File: config.mk
export PLATFORM = sky130hd
export DESIGN_NAME = fcs_window
export DESIGN_NICKNAME = d
export VERILOG_FILES = /design/src/hw/rtl/fcs_pkg.sv /design/src/hw/rtl/fcs_window.sv
export SDC_FILE = /design/constraint.sdc
export NUM_CORES = 1
export LEC_CHECK = 0
export BUFFER_PORTS_ARGS = -buffer_cell sky130_fd_sc_hd__buf_2
export CAP_MARGIN = 20
export CORE_UTILIZATION = 46
export DETAILED_ROUTE_END_ITERATION = 8
export PLACE_DENSITY_LB_ADDON = 0.12
export SLEW_MARGIN = 20
export SYNTH_ARGS = -nofsm -noshare
export SYNTH_HDL_FRONTEND = slang
export SYNTH_SLANG_ARGS = --single-unit
File: constraint.sdc
create_clock -name clk -period 0.8 [get_ports clk]
set_input_delay 0.04 -clock clk [delete_from_list [all_inputs] [get_ports clk]]
set_output_delay 0.04 -clock clk [all_outputs]
set_load 0.01 [all_outputs]
File: src/hw/rtl/fcs_pkg.sv
// ----------------------------------------------------------------------------
// fcs_pkg
// shared types, constants and helpers of the fast corner score unit
// ----------------------------------------------------------------------------
package fcs_pkg;

    localparam int MAX_WIDTH    = 2048;
    localparam int WINDOW_LINES = 6;
    localparam int WIN          = WINDOW_LINES + 1;
    localparam int PIX_W        = 8;
    localparam int COL_W        = $clog2(MAX_WIDTH);
    localparam int ROW_W        = 12;
    localparam int IWIDTH_W     = 12;
    localparam int SCORE_W      = 12;
    localparam int CFG_DATA_W   = 12;
    localparam int CFG_IDX_W    = 2;
    localparam int RING_N       = 16;
    localparam int RING_S       = 8;
    localparam int QUART_L      = RING_N / 4;
    localparam int QUART_S      = RING_S / 4;
    localparam int CNT_W        = $clog2(RING_N + 1);

    localparam int CTR_L        = 3;
    localparam int OFF_S        = 4;
    localparam int CTR_S        = OFF_S + 1;

    localparam logic [ROW_W-1:0]    ROW_MAX      = {ROW_W{1'b1}};
    localparam logic [PIX_W-1:0]    THRESH_RESET = PIX_W'(50);
    localparam logic [IWIDTH_W-1:0] WIDTH_RESET  = IWIDTH_W'(1024);
    localparam logic [IWIDTH_W-1:0] WIDTH_MAX    = IWIDTH_W'(MAX_WIDTH);
    localparam logic [IWIDTH_W-1:0] WIDTH_MIN    = IWIDTH_W'(1);
    localparam logic [ROW_W-1:0]    EDGE_L       = ROW_W'(2 * CTR_L);
    localparam logic [ROW_W-1:0]    EDGE_S       = ROW_W'(2);
    localparam logic [CNT_W-1:0]    NEED_L       = CNT_W'(9);
    localparam logic [CNT_W-1:0]    NEED_S       = CNT_W'(5);
    localparam logic [2:0]          CARD_NEED    = 3'd3;

    localparam logic [2:0] RING16_R [RING_N] =
        '{3'd0, 3'd0, 3'd1, 3'd2, 3'd3, 3'd4, 3'd5, 3'd6,
          3'd6, 3'd6, 3'd5, 3'd4, 3'd3, 3'd2, 3'd1, 3'd0};
    localparam logic [2:0] RING16_C [RING_N] =
        '{3'd3, 3'd4, 3'd5, 3'd6, 3'd6, 3'd6, 3'd5, 3'd4,
          3'd3, 3'd2, 3'd1, 3'd0, 3'd0, 3'd0, 3'd1, 3'd2};
    localparam logic [2:0] RING8_R [RING_S] =
        '{3'd0, 3'd0, 3'd1, 3'd2, 3'd2, 3'd2, 3'd1, 3'd0};
    localparam logic [2:0] RING8_C [RING_S] =
        '{3'd1, 3'd2, 3'd2, 3'd2, 3'd1, 3'd0, 3'd0, 3'd0};

    typedef enum logic [CFG_IDX_W-1:0] {
        CFG_THRESHOLD = 2'd0,
        CFG_MODE      = 2'd1,
        CFG_WIDTH     = 2'd2
    } fcs_cfg_idx_t;

    typedef logic [WIN-1:0][WIN-1:0][PIX_W-1:0] fcs_win_t;
    typedef logic [WIN-1:0][PIX_W-1:0]          fcs_col_t;
    typedef logic [WINDOW_LINES-1:0][PIX_W-1:0] fcs_lines_t;
    typedef logic [RING_N-1:0][PIX_W-1:0]       fcs_ring_t;

    typedef struct packed {
        logic [PIX_W-1:0] threshold;
        logic             narrow;
    } fcs_cfg_t;

    typedef struct packed {
        logic             en;
        logic [COL_W-1:0] addr;
        logic [PIX_W-1:0] pixel;
    } fcs_lwr_t;

    function automatic logic [PIX_W-1:0] absdiff(input logic [PIX_W-1:0] a,
                                                 input logic [PIX_W-1:0] b);
        return (a > b) ? (a - b) : (b - a);
    endfunction

endpackage

File: src/hw/rtl/fcs_window.sv
// ----------------------------------------------------------------------------
// fcs_window
// 7x7 pixel window that shifts in one column per word
// ----------------------------------------------------------------------------
module fcs_window (
    input  logic              clk,
    input  logic              rst_n,
    input  logic              en,
    input  fcs_pkg::fcs_col_t col_in,
    output fcs_pkg::fcs_win_t win_reg
);
    import fcs_pkg::*;

    fcs_win_t win_next;

    always_comb
    begin
        for (int r = 0; r < WIN; r++)
        begin
            for (int k = 0; k < WIN - 1; k++)
            begin
                win_next[r][k] = win_reg[r][k+1];
            end
            win_next[r][WIN-1] = col_in[r];
        end
    end

    always_ff @(posedge clk or negedge rst_n)
    begin
        if (!rst_n)
        begin
            win_reg <= '0;
        end
        else if (en)
        begin
            win_reg <= win_next;
        end
    end

endmodule

==> impl_metrics.tcl <==
set metrics [dict create \
    yosys_warnings 0 \
    fin_tns_setup_ns -153.61 \
    clock_latency_ns 0.52 \
    gp_congestion 0.786 \
    r2r_slack_ns -0.19 \
    p_total_uw 76300 \
    synth_nets 887 \
    netlist_instances 828 \
    clock_path_buffers 3 \
    rsz0062_at_grt "yes" \
    ctsHoldBuffers 57 \
    cpPeakStageDelay_ns 0.43 \
    regArea_mm2 0.00981 \
    leakage_uw 0.0126 \
    multi_input_area_mm2 0.00523 \
    worstPathRequired_ns 0.76 \
    fin_skew_ns 0.0106 \
    design_area_mm2 0.0254 \
    root_buffer "clkbuf_16" \
    layout_common_cells "buf_6 (490), dfrtp_1 (392), buf_2 (259), mux2_4 (216), mux2_2 (176)" \
    crit_path_end_kind "output pin" \
    yosysTopAreaCellShare 0.655 \
    ant_nets 0 \
    viasPerCell 4.83 \
    endpoint "win_reg[386]" \
    ys_ff_latch 392 \
    critPathKind "reg2out" \
    setup_viol 761 \
    hold_ws_ns -0.0583 \
    fin_util 0.798 \
    worst_setup_path_start_kind "flop" \
    hpwl_um 24900 \
    met3_usage 0.0643 \
    vdd_ir_drop_max_mv 2.15 \
    drv_slew 0 \
    synth_top_area_cell "dfrtp_1" \
    dieHeight_um 182 \
    wl_per_cell_um 20.3 \
    fillCellCount 1675 \
    grt_most_used_layer "met2" \
    hold_class "in2async" \
    cp_slowest_cell "dfrtp_1" \
    cts_tree "done" \
    grt_pass1_vias 11400 \
    r2r_cells 3 \
    grt_overflow 0 \
    clkSinkCount 392 \
    initial_core_util 0.471 \
    vias 10600 \
    drc_errors 0 \
    timing.slew.headroom 0.747 \
    setup_slack_ns -0.436 \
    antenna_found_initial 0 \
    timing_hold_violations_final 13 \
    ios 451 \
    synth_area_leaders "dfrtp_1 (66%), mux2_2 (23%), mux2_4 (7.0%)" \
    violations "negative hold slack, negative setup slack" \
    crit_fanout 2 \
    largest_reg_flops 392 \
    crit_arrival_ns 1.20 \
    grt_max_degree 70 \
    final.period_utilization 1.55 \
    cp_common_cell "buf_6" \
    syn-cell-area_mm2 0.0150 \
    grt_pass1_wl_um 61600 \
    dpl_cell_area_mm2 0.0183 \
    r2r_start "win_reg[331]" \
    diodes 0 \
    cap_viol_max_count 0 \
    fmax_ghz 0.809 \
    worst_pin_slew_ns 0.379 \
    drtIter0Drc 390 \
    grtUsageMet1 0.277 \
    synth_cell_types 6 \
    final_common_cell "buf_6" \
    rows 65 \
    firstDrtPassIters 4 \
    reg2reg_to "win_reg[323]" \
    power.density_mw_per_mm2 3010 \
    grt_usage 0.236 \
    drive_gt1_frac 0.737 \
    h-tree-depth 2 \
    grt_util_met2 0.412 \
    io_buffers 450 \
    status "finished with violations" \
    crit_chain "buf_6, buf_6" \
    fin_crit_ns 1.24 \
    nets 1783 \
    totalWireLength_um 44500 \
    coreArea_mm2 0.0318 \
    cts_buffers 42 \
    area_growth_pct 69.5 \
    avgSynthCellArea_um2 18.1 \
    clk_pin_slew_ns 0.06 \
    ys_seq_area_frac 0.655 \
    die-area_mm2 0.0333 \
    crit_start "win_reg[386]" \
    die_w_um 182 \
]
critical path, delay by kind of cell (launching register included):
family,cells,cell delay (ns)
flops,1,0.43
buf+inv,2,0.25
cell type report:
type	instances	area share
sequential	392	0.387
timing repair buffer	896	0.333
multi-input combinational	392	0.206
clock buffer	68	0.0512
tap	435	0.0215
clock inverter	6	0.00168
cell families after synthesis:
logic type,count (synthesis),synth area share
buffers and inverters,44,0.0323
DFF,392,0.655
muxes,392,0.312
report_power, final:
part / switching (uW) / internal, uW
registers: 4210 / 24700
clock network: 7760 / 11100
logic: 10200 / 18300
total: 22100 / 54100
synth_stat cells, drive strengths merged:
cell / instances
buf: 44
dfrtp: 392
mux2: 392
repair_timing:
item,4_1_cts,5_1_grt
resized for setup,266,440
endpoints found under the hold margin,449,13
buffers inserted,292,130
setup endpoints to repair,423,766
how the worst min path moves through the flow:
| stage | startpoint | to | slack (ns) |
|---|---|---|---|
| 2_1_floorplan | rst_n | win_reg[0] | -0.26 |
| 3_3_place_gp | rst_n | win_reg[261] | -0.11 |
| 3_5_place_dp | rst_n | win_reg[261] | -0.11 |
| 4_1_cts | rst_n | win_reg[261] | -0.07 |
| 5_1_grt | rst_n | win_reg[201] | -0.06 |
| 6_report | rst_n | win_reg[261] | -0.06 |
through the flow:
step,cells,setup WS [ns]
finish,2189,-0.436
global route,2189,-0.471
CTS,2177,-0.451
detailed placement,1755,-0.242
global placement,1755,-0.228
floorplan,828,-0.0574
metal layers:
metal	vias up	routed length, um
met2	343	23200
met1	5417	16800
met5	-	0
li1	4726	-
met4	0	1650
met3	96	2880
No activity file was read; power rests on OpenSTA's default activity.
