--- config.mk ---
export PLATFORM = sky130hd
export DESIGN_NAME = fcs_ring_diff
export DESIGN_NICKNAME = d
export VERILOG_FILES = /design/src/hw/rtl/fcs_pkg.sv /design/src/hw/rtl/fcs_ring_diff.sv
export SDC_FILE = /design/constraint.sdc
export NUM_CORES = 1
export LEC_CHECK = 0
export BUFFER_PORTS_ARGS = -buffer_cell sky130_fd_sc_hd__buf_2
export CAP_MARGIN = 30
export CORE_AREA = 2 2 211 213
export DETAILED_ROUTE_END_ITERATION = 6
export DIE_AREA = 0 0 213 215
export PLACE_DENSITY_LB_ADDON = 0.1
export SYNTH_ARGS = -nofsm -noshare
export SYNTH_HDL_FRONTEND = slang
export SYNTH_SLANG_ARGS = --single-unit
export TNS_END_PERCENT = 20
--- constraint.sdc ---
create_clock -name clk -period 12.3 [get_ports clk]
set_input_delay 3.69 -clock clk [delete_from_list [all_inputs] [get_ports clk]]
set_output_delay 3.69 -clock clk [all_outputs]
set_load 0.005 [all_outputs]
--- src/hw/rtl/fcs_pkg.sv ---
// ----------------------------------------------------------------------------
// fcs_pkg
// shared types, constants and helpers of the fast corner score unit
// ----------------------------------------------------------------------------
package fcs_pkg;

    localparam int MAX_WIDTH    = 2048;
    localparam int WINDOW_LINES = 6;
    localparam int WIN          = WINDOW_LINES + 1;
    localparam int PIX_W        = 8;
    localparam int COL_W        = $clog2(MAX_WIDTH);
    localparam int ROW_W        = 12;
    localparam int IWIDTH_W     = 12;
    localparam int SCORE_W      = 12;
    localparam int CFG_DATA_W   = 12;
    localparam int CFG_IDX_W    = 2;
    localparam int RING_N       = 16;
    localparam int RING_S       = 8;
    localparam int QUART_L      = RING_N / 4;
    localparam int QUART_S      = RING_S / 4;
    localparam int CNT_W        = $clog2(RING_N + 1);

    localparam int CTR_L        = 3;
    localparam int OFF_S        = 4;
    localparam int CTR_S        = OFF_S + 1;

    localparam logic [ROW_W-1:0]    ROW_MAX      = {ROW_W{1'b1}};
    localparam logic [PIX_W-1:0]    THRESH_RESET = PIX_W'(50);
    localparam logic [IWIDTH_W-1:0] WIDTH_RESET  = IWIDTH_W'(1024);
    localparam logic [IWIDTH_W-1:0] WIDTH_MAX    = IWIDTH_W'(MAX_WIDTH);
    localparam logic [IWIDTH_W-1:0] WIDTH_MIN    = IWIDTH_W'(1);
    localparam logic [ROW_W-1:0]    EDGE_L       = ROW_W'(2 * CTR_L);
    localparam logic [ROW_W-1:0]    EDGE_S       = ROW_W'(2);
    localparam logic [CNT_W-1:0]    NEED_L       = CNT_W'(9);
    localparam logic [CNT_W-1:0]    NEED_S       = CNT_W'(5);
    localparam logic [2:0]          CARD_NEED    = 3'd3;

    localparam logic [2:0] RING16_R [RING_N] =
        '{3'd0, 3'd0, 3'd1, 3'd2, 3'd3, 3'd4, 3'd5, 3'd6,
          3'd6, 3'd6, 3'd5, 3'd4, 3'd3, 3'd2, 3'd1, 3'd0};
    localparam logic [2:0] RING16_C [RING_N] =
        '{3'd3, 3'd4, 3'd5, 3'd6, 3'd6, 3'd6, 3'd5, 3'd4,
          3'd3, 3'd2, 3'd1, 3'd0, 3'd0, 3'd0, 3'd1, 3'd2};
    localparam logic [2:0] RING8_R [RING_S] =
        '{3'd0, 3'd0, 3'd1, 3'd2, 3'd2, 3'd2, 3'd1, 3'd0};
    localparam logic [2:0] RING8_C [RING_S] =
        '{3'd1, 3'd2, 3'd2, 3'd2, 3'd1, 3'd0, 3'd0, 3'd0};

    typedef enum logic [CFG_IDX_W-1:0] {
        CFG_THRESHOLD = 2'd0,
        CFG_MODE      = 2'd1,
        CFG_WIDTH     = 2'd2
    } fcs_cfg_idx_t;

    typedef logic [WIN-1:0][WIN-1:0][PIX_W-1:0] fcs_win_t;
    typedef logic [WIN-1:0][PIX_W-1:0]          fcs_col_t;
    typedef logic [WINDOW_LINES-1:0][PIX_W-1:0] fcs_lines_t;
    typedef logic [RING_N-1:0][PIX_W-1:0]       fcs_ring_t;

    typedef struct packed {
        logic [PIX_W-1:0] threshold;
        logic             narrow;
    } fcs_cfg_t;

    typedef struct packed {
        logic             en;
        logic [COL_W-1:0] addr;
        logic [PIX_W-1:0] pixel;
    } fcs_lwr_t;

    function automatic logic [PIX_W-1:0] absdiff(input logic [PIX_W-1:0] a,
                                                 input logic [PIX_W-1:0] b);
        return (a > b) ? (a - b) : (b - a);
    endfunction

endpackage

--- src/hw/rtl/fcs_ring_diff.sv ---
// ----------------------------------------------------------------------------
// fcs_ring_diff
// absolute differences and threshold tests of the circle points
// ----------------------------------------------------------------------------
module fcs_ring_diff (
    input  logic                       clk,
    input  logic                       en,
    input  fcs_pkg::fcs_win_t          win,
    input  fcs_pkg::fcs_cfg_t          cfg,
    input  logic                       full,
    output fcs_pkg::fcs_ring_t         diff_reg,
    output logic [fcs_pkg::RING_N-1:0] pass_reg
);
    import fcs_pkg::*;

    logic [PIX_W-1:0]  center;
    fcs_ring_t         pt_l;
    fcs_ring_t         pt;
    logic [RING_N-1:0] used;
    fcs_ring_t         diff_next;
    logic [RING_N-1:0] pass_next;

    always_comb
    begin
        center = cfg.narrow ? win[CTR_S][CTR_S] : win[CTR_L][CTR_L];
        for (int i = 0; i < RING_N; i++)
        begin
            pt_l[i] = win[RING16_R[i]][RING16_C[i]];
        end
        pt   = pt_l;
        used = '1;
        if (cfg.narrow)
        begin
            pt   = '0;
            used = '0;
            for (int i = 0; i < RING_S; i++)
            begin
                pt[i]   = win[OFF_S + int'(RING8_R[i])][OFF_S + int'(RING8_C[i])];
                used[i] = 1'b1;
            end
        end
        for (int i = 0; i < RING_N; i++)
        begin
            diff_next[i] = used[i] ? absdiff(center, pt[i]) : '0;
            pass_next[i] = full && used[i] && (diff_next[i] > cfg.threshold);
        end
    end

    always_ff @(posedge clk)
    begin
        if (en)
        begin
            diff_reg <= diff_next;
            pass_reg <= pass_next;
        end
    end

endmodule

==> results.py <==
metrics = {
    "critical_path": {
        "worstSetupPathType": "primary input to register",
        "cpPeakStageDelay_ns": 0.62,
        "crit_slowest_cell": "buf_4",
        "critPathMaxFanout": 118,
        "end_kind": "register",
        "crit_family": "buffers and inverters",
        "crit_start": "cfg[0]",
        "endpoint": "pass_reg[1]",
        "crit_chain": "buf_8, buf_12, buf_4, mux2i_1, inv_1, ha_1, fa_1, inv_1, a21o_1, a311oi_1, o21ai_2, mux2i_1, xor2_1, ha_1, a21o_1, a21o_1, a21oi_1, o21ai_0, o211a_1",
        "path_common_cell": "a21o_1",
        "worst-path-stages": 19,
        "critical_path_buf_inv_count": 5,
        "worst-endpoint-required_ns": 12.55,
        "critPathArrivalTime_ns": 8.90,
        "cp-start-kind": "primary input",
    },
    "finish": {
        "fin_area_um2": 22200,
        "drive_gt1_frac": 0.190,
        "final_nets": 3228,
        "area_delta_synth_final_pct": 16.5,
        "largest_reg_flops": 128,
        "instances_no_fill": 3030,
        "nFillCells": 4181,
    },
    "sta": {
        "fin_setup_tns_ns": 0,
        "maxSlewViolCount": 0,
        "layout_setup_ws_ns": 3.65,
        "fmax_mhz": 116,
        "relSlewSlack": 0.406,
        "period_needed_ns": 8.65,
        "tightest_slew_ns": 0.888,
        "setup-violations-final": 0,
        "rsz0062_at_grt": "false",
        "finalHoldViolations": 0,
        "period_share": 0.704,
    },
    "clocking": {
        "cts_tree": "done",
        "cts_buffer_depth": 2,
        "hold_buffers": 0,
        "clock_sinks": 144,
        "htreeDepth": 4,
        "clkSlewWorstSetupHoldPaths_ns": 0.06,
        "postCtsSetupBuffers": 0,
        "cts_buffers": 17,
        "cts_root_buf": "clkbuf_16",
        "cts_resized": 0,
    },
    "grt": {
        "grt_use_met2": 0.445,
        "grt_pass1_wl_um": 98400,
        "grt_max_degree": 119,
        "met3_usage": 0.0397,
        "antenna_found_initial": 1,
        "busiest_layer": "met2",
        "grt.total_usage": 0.289,
        "grt_pass1_vias": 16600,
        "grt_use_met1": 0.416,
        "grt_overflow": 0,
    },
    "detailed_routing": {
        "dr.pass1.iters": 5,
        "drt_iter0_markers": 958,
        "finalWirelength_um": 66300,
        "vias": 17200,
        "wl_per_cell_um": 21.9,
        "final_antenna_net_count": 0,
        "drcViolationCount": 0,
        "via_per_inst": 5.68,
    },
    "synth": {
        "ys_warn_count": 0,
        "synth_cells": 2097,
        "synth_ff_type": "edfxtp_1",
        "synth_edf_count": 144,
        "synth_area_um2": 19100,
        "yosys_register_bits": 144,
        "synth-seq-area-share": 0.227,
        "syn_area_per_cell_um2": 9.10,
        "ys_async_sr_fraction": 0,
        "yosysUniqueCellTypes": 66,
        "synthesis.nets": 2901,
    },
    "run": {
        "cap_violations": 0,
    },
    "die": {
        "die_w_um": 213,
        "die_h_um": 215,
        "initial_core_util": 0.437,
        "dieArea_um2": 45800,
        "core-area_um2": 43600,
        "std_cell_rows": 77,
        "ios": 548,
    },
    "placement": {
        "post-place-ws_ns": 3.21,
        "dp_hpwl_um": 48200,
        "placed_area_um2": 21600,
        "place_congestion": 0.910,
        "numPortBuffers": 339,
        "placedCellCount": 2997,
    },
    "power_and_ir_drop": {
        "leakage_nw": 11.0,
        "ir_drop_mv": 0.0968,
        "power.density_nw_per_um2": 117,
    },
    "worst_hold_path": {
        "hp-class": "primary input to register",
    },
    "outcome": {
        "status": "finished clean",
    },
}
layout make-up:
class	count	area, um2	share of cell area
multi-input cells	1682	13800	0.621
flip-flops and latches	144	4320	0.195
repair buffers	366	1930	0.0869
inverters	213	800	0.0360
well taps	592	741	0.0333
clock buffers	20	437	0.0196
clock inverters	12	190	0.00856
diodes	1	2.50	0.000113
cell families (layout without fill, tap and decap cells):
| logic type | count (synthesis) | count (layout) | synth area share |
|---|---|---|---|
| AOI/OAI and AO/OA | 573 | 573 | 0.197 |
| and+or+nand+nor | 515 | 515 | 0.147 |
| adders and majority gates | 400 | 400 | 0.275 |
| buffers and inverters | 271 | 611 | 0.0549 |
| muxes | 149 | 149 | 0.0799 |
| DFF | 144 | 144 | 0.227 |
| xor gates and xnor gates | 45 | 45 | 0.0207 |
| other | 0 | 1 | 0 |
power breakdown:
part | total [mW] | switching [mW] | internal, mW
sequential | 0.701 | 0.0304 | 0.671
combinational | 1.31 | 0.768 | 0.542
clock | 0.580 | 0.224 | 0.356
metrics by stage:
stage / total power [mW] / hold WS (ns) / util
after floorplan: 1.57 / 3.80 / -
after global placement: 1.97 / 4.08 / 0.495
after detailed placement: 2.00 / 4.08 / 0.495
after CTS: 2.59 / 3.77 / 0.509
after global routing: 2.77 / 3.79 / 0.509
final: 2.59 / 3.74 / 0.509
worst min-delay path by stage:
stage / endpoint / start / cells after the start
floorplan: diff_reg[0] / en / 0
global placement: diff_reg[112] / diff_reg[112] / 1
detailed placement: diff_reg[102] / diff_reg[102] / 1
CTS: diff_reg[119] / en / 1
global route: diff_reg[119] / en / 1
finish: diff_reg[119] / en / 1
layer usage:
layer	routed length (um)	part of all wire	up-vias
li1	-	-	8338
met1	31400	0.47	8185
met2	29100	0.44	594
met3	4110	0.062	82
met4	1790	0.027	0
met5	0	0	-
synthesized netlist by cell type (all sizes together) (13+ instances only):
cell,count,share of area
fa,32,0.034
or2,15,0.0049
o211a,17,0.0089
o21ai,130,0.035
a21oi,186,0.050
xnor2,21,0.0096
nand3,18,0.0047
xor2,24,0.011
buf,19,0.0053
and4,13,0.0060
mux2i,126,0.066
nor2,69,0.014
clkbuf,39,0.0077
mux2,23,0.014
ha,368,0.24
and3,31,0.010
nand2b,24,0.0079
nand2,104,0.020
o21bai,18,0.0071
nor3,26,0.0068
o21a,17,0.0067
inv,213,0.042
nor4,13,0.0043
nor2b,119,0.039
a211oi,25,0.0098
nand4,56,0.018
edfxtp,144,0.23
a21o,86,0.034
placed cells by master (no fill, tap or decap), drive strengths merged, types with 8 or more instances in the layout:
cell / n
a21boi: 11
or3: 9
or2: 15
nand4: 56
fa: 32
nand3: 18
xnor2: 21
ha: 368
xor2: 24
o21a: 17
edfxtp: 144
and3: 31
nand2b: 24
clkinv: 8
nor4: 13
and2: 9
inv: 212
nor2: 69
o311ai: 10
nand2: 104
o211a: 17
a21o: 86
and4: 13
mux2: 23
clkbuf: 20
mux2i: 126
buf: 365
o21ai: 130
a211oi: 25
o21bai: 18
nor3: 26
a221oi: 9
a21oi: 186
a31oi: 11
nor2b: 119
(Power assumes the default switching activity.)
