`config.mk`:
```
export PLATFORM = sky130hd
export DESIGN_NAME = fcs_score
export DESIGN_NICKNAME = d
export VERILOG_FILES = /design/src/hw/rtl/fcs_pkg.sv /design/src/hw/rtl/fcs_score.sv
export SDC_FILE = /design/constraint.sdc
export NUM_CORES = 1
export LEC_CHECK = 0
export ABC_AREA = 0
export BUFFER_PORTS_ARGS = -buffer_cell sky130_fd_sc_hd__clkbuf_2
export CAP_MARGIN = 15
export CORE_AREA = 8 8 94 139
export CTS_BUF_LIST = sky130_fd_sc_hd__clkbuf_2 sky130_fd_sc_hd__clkbuf_4 sky130_fd_sc_hd__clkbuf_8
export DETAILED_ROUTE_END_ITERATION = 8
export DIE_AREA = 0 0 102 147
export GPL_TIMING_DRIVEN = 0
export PLACE_DENSITY_LB_ADDON = 0.15
export SETUP_SLACK_MARGIN = 0.02
export SYNTH_ARGS = -nofsm -noshare
export SYNTH_HDL_FRONTEND = slang
export SYNTH_SLANG_ARGS = --single-unit
```
`constraint.sdc`:
```
create_clock -name clk -period 6.21 [get_ports clk]
set_input_delay 0.3105 -clock clk [delete_from_list [all_inputs] [get_ports clk]]
set_output_delay 0.3105 -clock clk [all_outputs]
set_load 0.02 [all_outputs]
```
`src/hw/rtl/fcs_pkg.sv`:
```
// ----------------------------------------------------------------------------
// fcs_pkg
// shared types, constants and helpers of the fast corner score unit
// ----------------------------------------------------------------------------
package fcs_pkg;

    localparam int MAX_WIDTH    = 2048;
    localparam int WINDOW_LINES = 6;
    localparam int WIN          = WINDOW_LINES + 1;
    localparam int PIX_W        = 8;
    localparam int COL_W        = $clog2(MAX_WIDTH);
    localparam int ROW_W        = 12;
    localparam int IWIDTH_W     = 12;
    localparam int SCORE_W      = 12;
    localparam int CFG_DATA_W   = 12;
    localparam int CFG_IDX_W    = 2;
    localparam int RING_N       = 16;
    localparam int RING_S       = 8;
    localparam int QUART_L      = RING_N / 4;
    localparam int QUART_S      = RING_S / 4;
    localparam int CNT_W        = $clog2(RING_N + 1);

    localparam int CTR_L        = 3;
    localparam int OFF_S        = 4;
    localparam int CTR_S        = OFF_S + 1;

    localparam logic [ROW_W-1:0]    ROW_MAX      = {ROW_W{1'b1}};
    localparam logic [PIX_W-1:0]    THRESH_RESET = PIX_W'(50);
    localparam logic [IWIDTH_W-1:0] WIDTH_RESET  = IWIDTH_W'(1024);
    localparam logic [IWIDTH_W-1:0] WIDTH_MAX    = IWIDTH_W'(MAX_WIDTH);
    localparam logic [IWIDTH_W-1:0] WIDTH_MIN    = IWIDTH_W'(1);
    localparam logic [ROW_W-1:0]    EDGE_L       = ROW_W'(2 * CTR_L);
    localparam logic [ROW_W-1:0]    EDGE_S       = ROW_W'(2);
    localparam logic [CNT_W-1:0]    NEED_L       = CNT_W'(9);
    localparam logic [CNT_W-1:0]    NEED_S       = CNT_W'(5);
    localparam logic [2:0]          CARD_NEED    = 3'd3;

    localparam logic [2:0] RING16_R [RING_N] =
        '{3'd0, 3'd0, 3'd1, 3'd2, 3'd3, 3'd4, 3'd5, 3'd6,
          3'd6, 3'd6, 3'd5, 3'd4, 3'd3, 3'd2, 3'd1, 3'd0};
    localparam logic [2:0] RING16_C [RING_N] =
        '{3'd3, 3'd4, 3'd5, 3'd6, 3'd6, 3'd6, 3'd5, 3'd4,
          3'd3, 3'd2, 3'd1, 3'd0, 3'd0, 3'd0, 3'd1, 3'd2};
    localparam logic [2:0] RING8_R [RING_S] =
        '{3'd0, 3'd0, 3'd1, 3'd2, 3'd2, 3'd2, 3'd1, 3'd0};
    localparam logic [2:0] RING8_C [RING_S] =
        '{3'd1, 3'd2, 3'd2, 3'd2, 3'd1, 3'd0, 3'd0, 3'd0};

    typedef enum logic [CFG_IDX_W-1:0] {
        CFG_THRESHOLD = 2'd0,
        CFG_MODE      = 2'd1,
        CFG_WIDTH     = 2'd2
    } fcs_cfg_idx_t;

    typedef logic [WIN-1:0][WIN-1:0][PIX_W-1:0] fcs_win_t;
    typedef logic [WIN-1:0][PIX_W-1:0]          fcs_col_t;
    typedef logic [WINDOW_LINES-1:0][PIX_W-1:0] fcs_lines_t;
    typedef logic [RING_N-1:0][PIX_W-1:0]       fcs_ring_t;

    typedef struct packed {
        logic [PIX_W-1:0] threshold;
        logic             narrow;
    } fcs_cfg_t;

    typedef struct packed {
        logic             en;
        logic [COL_W-1:0] addr;
        logic [PIX_W-1:0] pixel;
    } fcs_lwr_t;

    function automatic logic [PIX_W-1:0] absdiff(input logic [PIX_W-1:0] a,
                                                 input logic [PIX_W-1:0] b);
        return (a > b) ? (a - b) : (b - a);
    endfunction

endpackage

```
`src/hw/rtl/fcs_score.sv`:
```
// ----------------------------------------------------------------------------
// fcs_score
// corner decision and circle difference sum into the result register
// ----------------------------------------------------------------------------
module fcs_score (
    input  logic                        clk,
    input  logic                        en,
    input  fcs_pkg::fcs_ring_t          diff,
    input  logic [fcs_pkg::RING_N-1:0]  pass,
    input  fcs_pkg::fcs_cfg_t           cfg,
    output logic [fcs_pkg::SCORE_W-1:0] score_reg,
    output logic                        corner_reg
);
    import fcs_pkg::*;

    logic [PIX_W:0]     sum1 [RING_N/2];
    logic [PIX_W+1:0]   sum2 [RING_N/4];
    logic [PIX_W+2:0]   sum3 [RING_N/8];
    logic [SCORE_W-1:0] sum;
    logic [CNT_W-1:0]   total;
    logic [1:0]         pair;
    logic [2:0]         card;
    logic [CNT_W-1:0]   need;
    logic               corner;

    always_comb
    begin
        for (int i = 0; i < RING_N / 2; i++)
        begin
            sum1[i] = {1'b0, diff[2*i]} + {1'b0, diff[2*i+1]};
        end
        for (int i = 0; i < RING_N / 4; i++)
        begin
            sum2[i] = {1'b0, sum1[2*i]} + {1'b0, sum1[2*i+1]};
        end
        for (int i = 0; i < RING_N / 8; i++)
        begin
            sum3[i] = {1'b0, sum2[2*i]} + {1'b0, sum2[2*i+1]};
        end
        sum   = {1'b0, sum3[0]} + {1'b0, sum3[1]};
        total = CNT_W'($countones(pass));
        if (cfg.narrow)
        begin
            pair = {1'b0, pass[0]} + {1'b0, pass[2*QUART_S]};
            card = {1'b0, pair} + {2'b0, pass[QUART_S]} + {2'b0, pass[3*QUART_S]};
            need = NEED_S;
        end
        else
        begin
            pair = {1'b0, pass[0]} + {1'b0, pass[2*QUART_L]};
            card = {1'b0, pair} + {2'b0, pass[QUART_L]} + {2'b0, pass[3*QUART_L]};
            need = NEED_L;
        end
        corner = (pair != 2'd0) && (card >= CARD_NEED) && (total >= need);
    end

    always_ff @(posedge clk)
    begin
        if (en)
        begin
            score_reg  <= corner ? sum : '0;
            corner_reg <= corner;
        end
    end

endmodule

```
==> results of run 1 <==
## synthesized netlist by cell type (4+ instances only)
library cell    n
xor2_1          4
and2_1          5
fa_1          120
edfxtp_1       13
a21o_1          8
inv_1         194
ha_1           32
a21oi_1         8
nor2_1          7
## logic make-up after synthesis
kind of cell | synth area share [%]
fa+ha+maj | 64.9
xor+xnor | 1.42
flops | 9.05
compound gates | 4.67
simple gates | 2.78
buf+inv | 17.1
## layout make-up
type | count | area share (%)
buffer | 1 | 0.140
clock buffer | 4 | 0.912
inverter | 195 | 13.7
multi-input combinational | 211 | 59.6
sequential | 13 | 7.30
tap | 150 | 3.51
timing repair buffer | 159 | 14.9
## metal layers
layer | vias to the layer above | GRT usage (%)
met5 | - | 0
met4 | 0 | 1.55
met3 | 4 | 2.46
met2 | 85 | 26.5
met1 | 1515 | 11.9
li1 | 1483 | -
## through the flow
step	hold WS [ns]	setup slack [ns]	utilization [%]	area, sq um
global placement	0.741	0.559	47.4	5300
floorplan	0.423	1.01	-	4320
global route	0.483	0.556	47.9	5350
detailed placement	0.725	0.535	47.4	5300
finish	0.480	0.830	47.9	5350
CTS	0.478	0.765	47.9	5350
## worst max-delay path by stage
stage | endpoint | from | cells after the start | slack (ns)
finish | score_reg[10] | diff[74] | 18 | 0.83
global route | score_reg[10] | diff[74] | 18 | 0.56
CTS | score_reg[10] | diff[74] | 18 | 0.77
detailed placement | score_reg[10] | diff[74] | 18 | 0.54
global placement | score_reg[10] | diff[74] | 18 | 0.56
floorplan | score_reg[10] | diff[74] | 17 | 1.01
## critical path, delay by kind of cell
| family | cells | cell delay [ns] |
|---|---|---|
| adders and majority gates | 8 | 3.75 |
| AOI/OAI and AO/OA | 2 | 0.59 |
| buffers and inverters | 5 | 0.32 |
| xor gates and xnor gates | 1 | 0.21 |
| and+or+nand+nor | 2 | 0.20 |
==> reports/metrics.cfg, run 1 <==
[run_status]
status = finished clean

[timing]
tns_ns = 0
relSlewSlack_pct = 79.4
fmaxAchievable_ghz = 0.186
finalMaxSlewViolations = 0
setup_viol = 0
rsz0062_at_grt = false
final.period_utilization_pct = 86.6
finalCriticalPeriod_ns = 5.38
worst_pin_slew_ns = 0.309
hold_viol = 0

[worst_setup_path]
path_max_fanout = 3
required_ns = 6.20
crit_top_cell = fa_1
end_kind = register
crit_type = in -> reg
cp-start-kind = input pin
slowest_stage = fa_1
arrival_ns = 5.37
max_stage_delay_ns = 0.56
crit_path_cell_trace = clkbuf_2, fa_1, inv_1, fa_1, inv_1, fa_1, inv_1, fa_1, fa_1, inv_1, fa_1, ha_1, fa_1, a211oi_1, nor2_1, a221oi_2, xor2_1, nor2_1

[drt]
wl_per_cell_um = 12.0
route.met2.wl_mm = 5.45
num_vias = 3087
route.met3.wl_um = 658
dr.pass1.iters = 4
drtAntennaViolNets = 0
wl_met1_mm = 2.62
drcViolationCount = 0
wl_mm = 8.77
via_per_inst = 4.21
highest-signal-layer = met4
drt_iter0_drc = 34

[logic_synthesis]
syn_area_per_cell_sq_um = 10.3
yosysTopAreaCell = fa_1
synth_nets = 727
synth_cells = 420
yosys-top-cells-area = fa_1, inv_1, ha_1
ys_seq_elements = 13
ys_warn_count = 0
postSynth.asyncResetShare_pct = 0
synthFlopType = edfxtp_1
synth_area_sq_um = 4320
synth_edf_count = 13
yosysTopAreaCellShare_pct = 55.7
yosysUniqueCellTypes = 26
synth-seq-area-share_pct = 9.05

[final_layout]
largest_reg_flops = 12
final_cell_mix = inv_1, clkbuf_2, fa_1, ha_1, edfxtp_1
seqCellArea_sq_um = 390
fin_cells = 733
area_growth_pct = 23.9
diodes = 0
layout-drive-gt1-share_pct = 28.6
fin_nets = 891
multi_input_area_sq_um = 3190
final_common_cell = inv_1
num-fill-cells = 1133

[floorplan]
rows = 48
dieArea_sq_um = 15000
io-pin-count = 168
die_h_um = 147
die_x_um = 102
design.core.area_sq_um = 11200
initial_utilization_pct = 38.6

[cts]
cts_root_buf = clkbuf_8
post_cts_buffers = 0
cts_tree = done
cts_hold_buffers = 0
cts_resized = 0
clock-sinks = 13
clkSlewWorstSetupHoldPaths_ns = 0.05
clockBufferDepth = 2
cts_buffers = 3
htree_levels = 1

[placed_design]
dp_cells = 729
gp_congestion = 0.783
place_hpwl_mm = 8.83
numPortBuffers = 159

[worst_hold_path]
min_to = score_reg[0]
hold_path_depth = 3
hp-class = in -> reg
min-delay-start = diff[120]

[run]
maxCapViolCount = 0

[grt]
track_usage_pct = 12.6
antenna_found_initial = 0
grt_max_degree = 14
grt_overflow = 0
grt_pass1_wl_mm = 15.4
grt_pass1_vias = 3728

Power of run 1 is left out: the tool's default activity adds up to more than one toggle a clock period on the data nets, which glitch-free logic cannot reach.
==> run 2: changes to the inputs <==
--- a/config.mk
+++ b/config.mk
@@ -7,11 +7,12 @@
 export LEC_CHECK = 0
 export ABC_AREA = 0
 export BUFFER_PORTS_ARGS = -buffer_cell sky130_fd_sc_hd__clkbuf_2
-export CAP_MARGIN = 15
-export CORE_AREA = 8 8 94 139
+export CAP_MARGIN = 20
+export CORE_AREA = 8 8 102 128
 export CTS_BUF_LIST = sky130_fd_sc_hd__clkbuf_2 sky130_fd_sc_hd__clkbuf_4 sky130_fd_sc_hd__clkbuf_8
+export CTS_CLUSTER_DIAMETER = 80
 export DETAILED_ROUTE_END_ITERATION = 8
-export DIE_AREA = 0 0 102 147
+export DIE_AREA = 0 0 110 136
 export GPL_TIMING_DRIVEN = 0
 export PLACE_DENSITY_LB_ADDON = 0.15
 export SETUP_SLACK_MARGIN = 0.02
==> run 2 against run 1 <==
Compared with the run above:
- sequential share of layout area about the same
- hold slack about the same
- via count down 1.4%
- core utilization down 0.16 points
- highest routed layer unchanged
- final cell count down 1.6%
- setup slack better by 0.053 ns
==> reports/metrics.cfg, run 2 (synthesis gave the netlist of run 1 again) <==
[floorplan]
rows = 44  ; -8.3%
die_x_um = 110  ; +7.8%
initial_utilization_pct = 38.6  ; about the same
die_h_um = 136  ; -7.5%
design.core.area_sq_um = 11200  ; about the same
dieArea_sq_um = 15000  ; -0.23%
io-pin-count = 168  ; unchanged

[grt]
track_usage_pct = 11.9  ; -0.76 points
antenna_found_initial = 0  ; unchanged
grt_overflow = 0  ; unchanged
grt_pass1_wl_mm = 14.6  ; -5.5%
grt_pass1_vias = 3542  ; -5.0%
grt_max_degree = 14  ; unchanged

[worst_setup_path]
path_max_fanout = 3  ; unchanged
max_stage_delay_ns = 0.55  ; about the same
crit_type = in -> reg
crit_top_cell = fa_1
slowest_stage = fa_1
end_kind = register
crit_family = adder cells
required_ns = 6.20  ; about the same
crit_path_cell_trace = clkbuf_2, fa_1, inv_1, fa_1, inv_1, fa_1, inv_1, fa_1, fa_1, inv_1, fa_1, ha_1, fa_1, a211oi_1, nor2_1, a221oi_2, xor2_1, nor2_1
cp-start-kind = input pin
path_buf_inv = 5  ; unchanged
arrival_ns = 5.32  ; -0.05 ns

[cts]
htree_levels = 1  ; unchanged
cts_hold_buffers = 0  ; unchanged
post_cts_buffers = 0  ; unchanged
clockBufferDepth = 2  ; unchanged
cts_buffers = 3  ; unchanged
clkSlewWorstSetupHoldPaths_ns = 0.05  ; about the same
cts_root_buf = clkbuf_8
cts_resized = 0  ; unchanged
clock-sinks = 13  ; unchanged
cts_tree = done

[timing]
tns_ns = 0  ; unchanged
setup_viol = 0  ; unchanged
hold_viol = 0  ; unchanged
fin_ws_ns = 0.883  ; +0.0526 ns
relSlewSlack_pct = 76.9  ; -2.5 points
final.period_utilization_pct = 85.8  ; -0.85 points
whs_ns = 0.480  ; +0.000241 ns
fmaxAchievable_ghz = 0.188  ; +0.99%
worst_pin_slew_ns = 0.344  ; +0.0353 ns
finalMaxSlewViolations = 0  ; unchanged
finalCriticalPeriod_ns = 5.33  ; -0.0526 ns
rsz0062_at_grt = false

[drt]
drt_iter0_drc = 63  ; +85%
drcViolationCount = 0  ; unchanged
via_per_inst = 4.22  ; +0.28%
wl_per_cell_um = 11.7  ; -2.0%
dr.pass1.iters = 4  ; unchanged
wl_mm = 8.46  ; -3.6%
drtAntennaViolNets = 0  ; unchanged
num_vias = 3045  ; -1.4%

[final_layout]
diodes = 0  ; unchanged
final_cell_mix = inv_1, clkbuf_2, fa_1, ha_1, edfxtp_1
fin_area_sq_um = 5330  ; -0.28%
fin_nets = 891  ; unchanged
layout-drive-gt1-share_pct = 28.6  ; unchanged
num-fill-cells = 1139  ; +0.53%
final_common_cell = inv_1
area_growth_pct = 23.6
largest_reg_flops = 12  ; unchanged

[run_status]
status = finished clean

[worst_hold_path]
hp-class = in -> reg
min_to = score_reg[0]
min-delay-start = diff[120]
hold_path_depth = 3  ; unchanged

[placed_design]
gp_congestion = 0.788  ; +0.74%
numPortBuffers = 159  ; unchanged
pre_cts_slack_ns = 0.581  ; +0.0458 ns
place_area_sq_um = 5280  ; -0.28%
place_hpwl_mm = 8.45  ; -4.4%

[run]
maxCapViolCount = 0  ; unchanged

-- run 2: cell type report --
class / count / area, sq um / share of cell area (%)
Sequential cell: 13 / 390 / 7.32
Buffer: 1 / 7.51 / 0.141
Inverter: 195 / 732 / 13.7
Multi-Input combinational cell: 211 / 3190 / 59.7
Tap cell: 138 / 173 / 3.24
Timing Repair Buffer: 159 / 796 / 14.9
Clock buffer: 4 / 48.8 / 0.915
-- run 2: worst max path at each step --
stage / start / to / slack (ns) / cells after the start
after CTS: diff[74] / score_reg[10] / 0.82 / 18
after detailed placement: diff[74] / score_reg[10] / 0.58 / 18
after floorplan: diff[74] / score_reg[10] / 1.01 / 17
final: diff[74] / score_reg[10] / 0.88 / 18
after global routing: diff[74] / score_reg[10] / 0.59 / 18
after global placement: diff[74] / score_reg[10] / 0.57 / 18
-- run 2: routing by layer --
layer  track usage (%)  wire, um  vias up
li1                  -         -     1483
met1              13.1      2760     1459
met2              22.9      4970       95
met3              1.80       614        8
met4              2.41       110        0
met5                 0         0        -
-- run 2: per-stage QoR --
step / instances / util [%]
floorplan: 420 / -
detailed placement: 717 / 47.3
global placement: 717 / 47.3
global route: 721 / 47.7
finish: 721 / 47.7
CTS: 721 / 47.7
Power of run 2 is left out for the same reason.
